**config.mk**
```make
export PLATFORM = sky130hd
export DESIGN_NAME = three_axis_force_highpass_mixer_unit
export DESIGN_NICKNAME = d
export VERILOG_FILES = /design/src/rtl/hpm_pkg.sv /design/src/rtl/three_axis_force_highpass_mixer_unit.sv /design/src/rtl/hpm_lane.sv /design/src/rtl/hpm_out.sv
export SDC_FILE = /design/constraint.sdc
export NUM_CORES = 2
export LEC_CHECK = 0
export BUFFER_PORTS_ARGS = -buffer_cell sky130_fd_sc_hd__buf_2
export CORE_UTILIZATION = 40
export DETAILED_ROUTE_END_ITERATION = 12
export GPL_TIMING_DRIVEN = 1
export PLACE_DENSITY_LB_ADDON = 0.1
export SYNTH_ARGS = -nofsm -noshare
export SYNTH_HDL_FRONTEND = slang
export SYNTH_SLANG_ARGS = --single-unit
```
**constraint.sdc**
```tcl
create_clock -name clk -period 29.7 [get_ports clk]
set_clock_uncertainty 0.1 [all_clocks]
set_input_delay 2.97 -clock clk [delete_from_list [all_inputs] [get_ports clk]]
set_output_delay 2.97 -clock clk [all_outputs]
set_load 0.005 [all_outputs]
```
**src/rtl/hpm_pkg.sv**
```systemverilog
package hpm_pkg;

	localparam int FORCE_WIDTH_DEF = 16;
	localparam int ALPHA_W         = 16;
	localparam int CFG_IDX_W       = 8;
	localparam int CFG_DATA_W      = 16;
	localparam int AXES            = 3;

	typedef enum logic [1:0] {
		MODE_ZERO   = 2'd0,
		MODE_ADD    = 2'd1,
		MODE_HP     = 2'd2,
		MODE_HP_UNI = 2'd3
	} mode_t;

	typedef enum logic [CFG_IDX_W-1:0] {
		REG_MODE  = 8'd0,
		REG_ALPHA = 8'd1
	} reg_idx_t;

	localparam mode_t               MODE_RESET  = MODE_ADD;
	localparam logic [ALPHA_W-1:0]  ALPHA_RESET = 16'd61663;

	// per-lane filter control
	typedef struct packed {
		logic update;
		logic uni;
	} hpm_ctl_t;

endpackage

```
**src/rtl/three_axis_force_highpass_mixer_unit.sv**
```systemverilog
// channel        | dir | handshake                    | payload
// s_axis         | in  | s_axis_tvalid/s_axis_tready  | contact x,y,z then guide x,y,z
// m_axis         | out | m_axis_tvalid/m_axis_tready  | feedback x,y,z
// cfg            | in  | cfg_valid/cfg_ready          | cfg_index, cfg_data
//
// One request per cycle unless m_axis stalls; stage 1 feeds the output register.
// Each axis lane's filter recurrence (add, alpha multiply, saturate) is combinational.
// Reset: mode add, alpha 61663, filter state zero, first-sample flags set.
// A stalled m_axis holds the output register, then stage 1, then drops s_axis_tready.
// cfg_ready is always high.
module three_axis_force_highpass_mixer_unit import hpm_pkg::*; #(
	parameter int FORCE_WIDTH = FORCE_WIDTH_DEF
) (
	input  logic                                  clk,
	input  logic                                  arst_n,
	input  logic                                  s_axis_tvalid,
	output logic                                  s_axis_tready,
	// contact_x, contact_y, contact_z, guide_x, guide_y, guide_z (low first), zero pad
	input  logic [((6*FORCE_WIDTH+7)/8)*8-1:0]    s_axis_tdata,
	output logic                                  m_axis_tvalid,
	input  logic                                  m_axis_tready,
	// feedback_x, feedback_y, feedback_z (low first), zero pad
	output logic [((3*FORCE_WIDTH+7)/8)*8-1:0]    m_axis_tdata,
	input  logic                                  cfg_valid,
	output logic                                  cfg_ready,
	input  logic [CFG_IDX_W-1:0]                  cfg_index,
	input  logic [CFG_DATA_W-1:0]                 cfg_data
);

	localparam int W = FORCE_WIDTH;

	mode_t                  mode_q;
	logic [ALPHA_W-1:0]     alpha_q;

	logic                   accept;
	logic                   out_ready;
	logic                   v_s1;
	mode_t                  mode_s1;
	logic [AXES-1:0][W-1:0] contact_s1, guide_s1;
	logic [AXES-1:0][W-1:0] contact_in, guide_in;
	logic [AXES-1:0][W+1:0] filt;
	logic [AXES-1:0][W-1:0] out_data;
	hpm_ctl_t               ctl;

	assign cfg_ready = 1'b1;

	always_ff @(posedge clk or negedge arst_n) begin
		if (!arst_n) begin
			mode_q  <= MODE_RESET;
			alpha_q <= ALPHA_RESET;
		end else if (cfg_valid && cfg_ready) begin
			case (cfg_index)
				REG_MODE:  mode_q  <= mode_t'(cfg_data[1:0]);
				REG_ALPHA: alpha_q <= cfg_data[ALPHA_W-1:0];
				default:   ;
			endcase
		end
	end

	always_comb begin
		for (int i = 0; i < AXES; i++) begin
			contact_in[i] = s_axis_tdata[i*W +: W];
			guide_in[i]   = s_axis_tdata[(i+AXES)*W +: W];
		end
	end

	assign s_axis_tready = !v_s1 || out_ready;
	assign accept        = s_axis_tvalid && s_axis_tready;
	assign ctl.update    = accept && (mode_q == MODE_HP || mode_q == MODE_HP_UNI);
	assign ctl.uni       = (mode_q == MODE_HP_UNI);

	genvar g;
	generate
		for (g = 0; g < AXES; g++) begin : g_lane
			hpm_lane #(.W(W)) u_lane (
				.clk     (clk),
				.arst_n  (arst_n),
				.ctl     (ctl),
				.alpha   (alpha_q),
				.contact (contact_in[g]),
				.filt    (filt[g])
			);
		end
	endgenerate

	// stage 1: lanes hold the fresh filter output, contact/guide ride alongside
	always_ff @(posedge clk or negedge arst_n) begin
		if (!arst_n) begin
			v_s1 <= 1'b0;
		end else if (s_axis_tready) begin
			v_s1 <= s_axis_tvalid;
		end
	end

	always_ff @(posedge clk) begin
		if (accept) begin
			mode_s1    <= mode_q;
			contact_s1 <= contact_in;
			guide_s1   <= guide_in;
		end
	end

	hpm_out #(.W(W)) u_out (
		.clk       (clk),
		.arst_n    (arst_n),
		.in_valid  (v_s1),
		.in_ready  (out_ready),
		.mode      (mode_s1),
		.contact   (contact_s1),
		.guide     (guide_s1),
		.filt      (filt),
		.out_valid (m_axis_tvalid),
		.out_ready (m_axis_tready),
		.out_data  (out_data)
	);

	always_comb begin
		m_axis_tdata = '0;
		m_axis_tdata[AXES*W-1:0] = out_data;
	end

	a_stall_blocks_input: assert property (@(posedge clk) disable iff (!arst_n)
		(v_s1 && m_axis_tvalid && !m_axis_tready) |-> !s_axis_tready)
		else $error("input taken while both stages are full and stalled");

	a_accept_fills_s1: assert property (@(posedge clk) disable iff (!arst_n)
		accept |=> v_s1)
		else $error("accepted request missing from stage 1");

	a_s1_holds: assert property (@(posedge clk) disable iff (!arst_n)
		(v_s1 && !out_ready) |=> (v_s1 && $stable(contact_s1) && $stable(guide_s1)))
		else $error("stage 1 changed while stalled");

endmodule

```
**src/rtl/hpm_lane.sv**
```systemverilog
module hpm_lane import hpm_pkg::*; #(
	parameter int W = FORCE_WIDTH_DEF
) (
	input  logic                 clk,
	input  logic                 arst_n,
	input  hpm_ctl_t             ctl,
	input  logic [ALPHA_W-1:0]   alpha,
	input  logic signed [W-1:0]  contact,
	output logic signed [W+1:0]  filt
);

	localparam int SW = W + 3;
	localparam int PW = SW + ALPHA_W + 1;

	logic signed [W-1:0]  prev_in_q;
	logic signed [W+1:0]  prev_out_q;
	logic                 first_q;

	logic signed [W:0]    in_ext, prev_ext;
	logic [W:0]           mag_in, mag_prev;
	logic                 restart;
	logic signed [W-1:0]  base;
	logic signed [SW-1:0] diff, operand;
	logic signed [PW-1:0] prod;
	logic signed [W+3:0]  scaled;
	logic signed [W+1:0]  sat_out;

	always_comb begin
		in_ext   = {contact[W-1], contact};
		prev_ext = {prev_in_q[W-1], prev_in_q};
		mag_in   = in_ext[W] ? $unsigned(-in_ext) : $unsigned(in_ext);
		mag_prev = prev_ext[W] ? $unsigned(-prev_ext) : $unsigned(prev_ext);
		// unidirectional mode restarts unless the magnitude grows
		restart  = ctl.uni && !(mag_prev < mag_in);
		base     = first_q ? contact : prev_in_q;
		diff     = SW'(prev_out_q) + SW'(contact) - SW'(base);
		operand  = restart ? SW'(contact) : diff;
		prod     = PW'($signed({1'b0, alpha})) * PW'(operand);
		// arithmetic shift: floor toward minus infinity
		scaled   = $signed(prod[PW-1:ALPHA_W]);
		if (scaled[W+3:W+1] == 3'b000 || scaled[W+3:W+1] == 3'b111) begin
			sat_out = scaled[W+1:0];
		end else begin
			sat_out = {scaled[W+3], {(W+1){~scaled[W+3]}}};
		end
	end

	always_ff @(posedge clk or negedge arst_n) begin
		if (!arst_n) begin
			prev_in_q  <= '0;
			prev_out_q <= '0;
			first_q    <= 1'b1;
		end else if (ctl.update) begin
			prev_in_q  <= contact;
			prev_out_q <= sat_out;
			if (!restart) begin
				first_q <= 1'b0;
			end
		end
	end

	assign filt = prev_out_q;

endmodule

```
**src/rtl/hpm_out.sv**
```systemverilog
module hpm_out import hpm_pkg::*; #(
	parameter int W = FORCE_WIDTH_DEF
) (
	input  logic                         clk,
	input  logic                         arst_n,
	input  logic                         in_valid,
	output logic                         in_ready,
	input  mode_t                        mode,
	input  logic [AXES-1:0][W-1:0]       contact,
	input  logic [AXES-1:0][W-1:0]       guide,
	input  logic [AXES-1:0][W+1:0]       filt,
	output logic                         out_valid,
	input  logic                         out_ready,
	output logic [AXES-1:0][W-1:0]       out_data
);

	logic [AXES-1:0][W-1:0] mix;
	logic                   valid_q;
	logic [AXES-1:0][W-1:0] data_q;

	always_comb begin
		logic signed [W+2:0] a;
		logic signed [W+2:0] sum;
		for (int i = 0; i < AXES; i++) begin
			if (mode == MODE_ADD) begin
				a = (W+3)'($signed(contact[i]));
			end else begin
				a = (W+3)'($signed(filt[i]));
			end
			sum = a + (W+3)'($signed(guide[i]));
			if (mode == MODE_ZERO) begin
				mix[i] = '0;
			end else if (sum[W+2:W-1] == '0 || sum[W+2:W-1] == '1) begin
				mix[i] = sum[W-1:0];
			end else begin
				mix[i] = {sum[W+2], {(W-1){~sum[W+2]}}};
			end
		end
	end

	assign in_ready = !valid_q || out_ready;

	always_ff @(posedge clk or negedge arst_n) begin
		if (!arst_n) begin
			valid_q <= 1'b0;
		end else if (in_ready) begin
			valid_q <= in_valid;
		end
	end

	always_ff @(posedge clk) begin
		if (in_ready && in_valid) begin
			data_q <= mix;
		end
	end

	assign out_valid = valid_q;
	assign out_data  = data_q;

endmodule
```
* Yosys cells after proc, flatten, opt, wreduce, memory -nomap -nowiden
Index checks and enable logic that the tools add are counted.
** Cells by class
- Mux-type cells :: 21
- Bitwise gates (word level) :: 9
- Div/mod/pow operators :: 0
- $lt $le $gt $ge :: 3
- Add/subtract/negate cells :: 15
- Eq/ne operators :: 10
- Reduce and logical (&&, ||, !) cells :: 33
- $mul :: 3
- Shift-type cells :: 0
** Operators with widths (count)
- 19-bit two-way mux :: 6
- 17-bit by 19-bit multiplier with 36-bit output :: 3
- 17-bit two-way mux :: 6
- 16-bit negator with 17-bit output :: 6
- 16-bit two-way mux :: 6
- 18-bit by 16-bit adder with 19-bit output :: 3
- 19-bit by 16-bit adder with 19-bit output :: 3
- 19-bit by 16-bit subtractor with 19-bit output :: 3
- 18-bit two-way mux :: 3
- 17-bit less-than comparator :: 3
- 4-bit == test (second input constant) :: 3
- 4-bit logical NOT :: 3
- 2-bit AND reduction :: 5
- 3-bit == test (second input constant) :: 3
- 3-bit logical NOT :: 3
- 1-bit logical OR :: 9
- 1-bit NOT :: 9
- 8-bit by 1-bit == test with 1-bit output (second input constant) :: 1
- 8-bit logical NOT :: 1
- 1-bit logical AND :: 6
- 1-bit logical NOT :: 5
- 2-bit == test (second input constant) :: 2
- 2-bit by 1-bit == test with 1-bit output (second input constant) :: 1
- 2-bit logical NOT :: 1
** Word-level totals
- Memory bits (writable) :: 0
- Bits in read-only memories :: 0
- Bits in latches :: 0
- Memories :: 0
- Register bits :: 271

* Depth between registers and ports, before layout
- Word-level depth :: 10
- Mapped depth :: 44
- Mapped depth without buffers :: 40

* Modules after synthesis
Synthesis repeated with hierarchy kept, for this count alone.
** Second synthesis, totals
- Cell total of the unflattened synthesis :: 6096
- Area, all modules :: 55725.9 um^2
** Modules (own cells, without submodules)
- hpm_lane (g_lane[1].u_lane) :: cells an instance 1758, times used 1, area an instance 15605.0 um^2, sequential area each 877.1 um^2
- hpm_lane (g_lane[0].u_lane) :: cells an instance 1756, times used 1, area an instance 15496.1 um^2, sequential area each 877.1 um^2
- hpm_lane (g_lane[2].u_lane) :: cells an instance 1752, times used 1, area an instance 15479.8 um^2, sequential area each 877.1 um^2
- hpm_out :: cells an instance 683, times used 1, area an instance 5346.4 um^2, sequential area each 1466.4 um^2
- three_axis_force_highpass_mixer_unit :: cells an instance 147, times used 1, area an instance 3798.6 um^2, sequential area each 3433.3 um^2

* Worst setup path before layout
No wires, ideal clock.
- Path type :: input-to-reg
- Start :: in s_axis_tdata[0]
- End :: reg g_lane[0].u_lane.prev_out_q[10]
- Data required time :: 29513 ps
- Arrival time :: 12186 ps
- Setup time :: 87 ps
- Slack :: 17327 ps
- Stages :: 35
- Path buffers :: 3
- Cell sequence :: nor3_1 -> nand4_1 -> nand2b_1 -> or4b_2 -> ha_1 -> nand2_1 -> a2111oi_0 -> a221oi_1 -> a211oi_1 -> clkbuf_1 -> nor2_1 -> a21oi_1 -> buf_2 -> nand2_1 -> fa_1 -> fa_1 -> fa_1 -> inv_1 -> fa_1 -> fa_1 -> inv_1 -> fa_1 -> inv_1 -> ha_1 -> a211oi_1 -> o21a_1 -> a311oi_1 -> or3_1 -> a21o_2 -> a211oi_4 -> mux2_1 -> a221oi_2 -> nor2_4 -> buf_4 -> a22oi_1
** On the way
- Longest elaborated chain between the ends :: 10
- Elaborated cells between the ends (all ways) :: 15
- Classes of those cells :: add/sub: 3; mul: 1; order compare: 1; eq/ne: 1; mux: 4; bitwise: 1; reduce/logical: 4
** RTL lines
- start, declared :: line three_axis_force_highpass_mixer_unit.sv:19 : input logic [((6*FORCE_WIDTH+7)/8)*8-1:0] s_axis_tdata,
- 16-bit negator with 17-bit output :: line hpm_lane.sv:31 : mag_in = in_ext[W] ? $unsigned(-in_ext) : $unsigned(in_ext);
- 17-bit two-way mux :: line hpm_lane.sv:31
- 17-bit less-than comparator :: line hpm_lane.sv:34 : restart = ctl.uni && !(mag_prev < mag_in);
- 1-bit logical NOT :: line hpm_lane.sv:34
- 1-bit logical AND :: line hpm_lane.sv:34
- 19-bit two-way mux * :: line hpm_lane.sv:37 : operand = restart ? SW'(contact) : diff;
- 17-bit by 19-bit multiplier with 36-bit output * :: line hpm_lane.sv:38 : prod = PW'($signed({1'b0, alpha})) * PW'(operand);
- 3-bit == test or 3-bit logical NOT (tied branches) :: line hpm_lane.sv:41 : if (scaled[W+3:W+1] == 3'b000 || scaled[W+3:W+1] == 3'b111) begin
- 1-bit logical OR :: line hpm_lane.sv:41
- 18-bit two-way mux * :: line hpm_lane.sv:41
- end signal, assigned :: line hpm_lane.sv:55 : prev_out_q <= sat_out;
- end, declared :: line hpm_lane.sv:16 : logic signed [W+1:0] prev_out_q;
Every way passes the cells marked *; elsewhere a longest branch is shown, timed or not.
A chain may end at the register's enable or synchronous reset.

* Final worst setup path
- Start :: in s_axis_tdata[24]
- End :: reg g_lane[1].u_lane.prev_out_q[15]
** On the way
- Longest elaborated chain between the ends :: 10
- Elaborated cells between the ends (all ways) :: 15
- Classes of those cells :: add/sub: 3; mul: 1; order compare: 1; eq/ne: 1; mux: 4; bitwise: 1; reduce/logical: 4
** RTL lines (line)
- 16-bit negator with 17-bit output :: hpm_lane.sv:31
- 17-bit two-way mux :: hpm_lane.sv:31
- 17-bit less-than comparator :: hpm_lane.sv:34
- 1-bit logical NOT :: hpm_lane.sv:34
- 1-bit logical AND :: hpm_lane.sv:34
- 19-bit two-way mux * :: hpm_lane.sv:37
- 17-bit by 19-bit multiplier with 36-bit output * :: hpm_lane.sv:38
- 3-bit == test or 3-bit logical NOT (tied branches) :: hpm_lane.sv:41
- 1-bit logical OR :: hpm_lane.sv:41
- 18-bit two-way mux * :: hpm_lane.sv:41
- end signal, assigned :: hpm_lane.sv:55
- end, declared :: hpm_lane.sv:16
Marks and branches as above.

==> flow_summary.toml <==
[final_layout]
final_area_mm2 = 0.05806
nNetsFinal = 7516
final_common_cell = "inv_1"
syn2layout_area_growth_pct = 7.658
drive_gt1_frac = 0.07396
final_cell_mix = "inv_1, fa_1, nand2_1, ha_1, and2_1"

[floorplanning]
io_pins = 176
die-area_mm2 = 0.1363
core_mm2 = 0.1336
die_h_um = 369.2
num_rows = 134
initial_core_util = 0.4036
fp.dieW_um = 369.2

[drt]
viasPerCell = 5.037
drt_iter0_drc = 2155
dr.pass1.iters = 9
wl_um = 144300
wl_per_cell_um = 18.52
ant_nets = 0
drc_errors = 124
vias = 39230

[synthesis]
synth_area_leaders = "fa_1, ha_1, inv_1"
synth_flop_cell = "edfxtp_1"
synth_top_area_share = 0.3608
synthArstFlopShare = 0.4613
synth_edf_count = 146
synth_seq_cells = 271
syn_area_mm2 = 0.05393
ys_seq_area_frac = 0.1396
yosysTopAreaCell = "fa_1"
synthDistinctLibCells = 90
synthCells = 5929
synth_area_per_cell_um2 = 9.096
ys_warn_count = 0

[clock_network]
cts_sinks = 271
cts_root_buf = "clkbuf_16"
ctsResizeCount = 0
post-cts-setup-buffers = 0
numCtsBuffers = 38
cts_tree = "yes"
cts_hold_buf = 0
h-tree-depth = 2
clk_pin_slew_worst_paths_ps = 50
cts_max_path_buffers = 3
worstSkewPairLatency_ps = 610

[placement]
io_buffers = 174
place_hpwl_um = 112800
placed_area_mm2 = 0.05672
gp_congestion = 0.8838

[outcome]
status = "finished with violations"
violations = "DRC"

[critical_path]
path_max_fanout = 37
crit_path_end_kind = "flop"
critPathKind = "in -> reg"
cp.required_ps = 30140
cp_slowest_cell = "nor2_1"
rrSetupSlack_ps = 18390
crit_top_cell = "fa_1"
cpPeakStageDelay_ps = 810
startpoint_type = "input port"
crit_arrival_ps = 13390

[grt]
antenna_found_initial = 4
grt_pass1_vias = 41290
grtUsageTotal = 0.2188
globalRouteOverflowTotal = 0
grt_max_degree = 69
grt_pass1_wl_um = 234300

[timing]
min_period_over_period = 0.4360
final_hold_viol_count = 0
min_period_ps = 12950
worst_pin_slew_ps = 1303
finalMaxSlewViolations = 0
hold_slack_ps = 382.2
setup_tns_ps = 0
max_freq_ghz = 0.07723
grt_setup_unrepaired = "no"
relSlewSlack = 0.1224
setup_violations = 0

[run]
drv_cap = 0

[min_path]
hold_path.class = "reg -> reg"
cell families (layout without fill, tap and decap cells):
family	count (synthesis)	after routing	synth area share
other cells	2	9	0.0001392
flops	271	271	0.1396
fa+ha+maj	1404	1404	0.4610
xor+xnor	243	243	0.03960
compound gates	774	774	0.09368
simple gates	1568	1568	0.1387
buf+inv	1592	1675	0.1118
mux	75	75	0.01550
synth_stat cells (63+ instances only):
library cell,number
edfxtp_1,146
fa_1,972
nor2_1,129
and2_1,387
o21ai_0,261
xor2_1,64
clkbuf_1,203
dfrtp_1,110
inv_1,1359
xnor2_1,178
nand2_1,792
mux2_2,63
a21o_1,77
a21oi_1,138
ha_1,432
path summary, 6_finish.rpt:
check / start / endpoint / cells after the start
worst max-delay path: s_axis_tdata[24] / g_lane[1].u_lane.filt[15] / 35
worst min-delay path: g_lane[0].u_lane.filt[17] / g_lane[0].u_lane.filt[17] / 2
worst max register to register: g_lane[1].u_lane.first_q / g_lane[1].u_lane.filt[15] / 34
worst min register to register: g_lane[0].u_lane.filt[17] / g_lane[0].u_lane.filt[17] / 2
max in group asynchronous: arst_n / alpha_q[11] / 2
min in group asynchronous: arst_n / g_lane[1].u_lane.prev_in_q[14] / 1
area by class of cell:
| type | instances | area, um2 |
|---|---|---|
| antenna | 2 | 5.005 |
| clock buffer | 48 | 1040 |
| inverter | 1359 | 5101 |
| sequential | 271 | 7542 |
| clock inverter | 22 | 295.3 |
| fill | 13280 | 75560 |
| tap | 1768 | 2212 |
| multi-input combinational | 4071 | 40450 |
| timing repair buffer | 246 | 1418 |
flip-flops by register name (all words and copies together), names as in the netlist:
| name | count |
|---|---|
| alpha_q | 16 |
| mode_s1 | 2 |
| g_lane.u_lane.filt | 54 |
| v_s1 | 1 |
| u_out.out_data | 48 |
| g_lane.u_lane.prev_in_q | 48 |
| u_out.out_valid | 1 |
| contact_s1 | 48 |
| mode_q | 2 |
| g_lane.u_lane.first_q | 3 |
| guide_s1 | 48 |
critical path: cells and delay by family:
kind | cells | cell delay [ps]
adder cells (fa/ha/maj) | 8 | 3870
AO/OA/AOI/OAI | 12 | 2750
AND/OR/NAND/NOR | 8 | 2420
buffers and inverters | 6 | 1140
XOR/XNOR | 1 | 220
metrics by stage:
| stage | setup slack [ps] | std cells | util |
|---|---|---|---|
| floorplan | 17330 | 5934 | - |
| finish | 16750 | 7787 | 0.4345 |
| detailed placement | 16090 | 7715 | 0.4245 |
| CTS | 16700 | 7785 | 0.4345 |
| global route | 15960 | 7786 | 0.4345 |
| global placement | 16140 | 7715 | 0.4245 |
per-layer routing:
metal,vias to the layer above,wire length (um),GRT usage
li1,18400,-,-
met1,19960,71120,0.3241
met2,749,64340,0.3450
met3,122,6522,0.02414
met4,0,2269,0.04269
met5,-,0,0
Power is not shown: default switching activity piles up to over one toggle a cycle in this logic, so the estimate is an artifact.
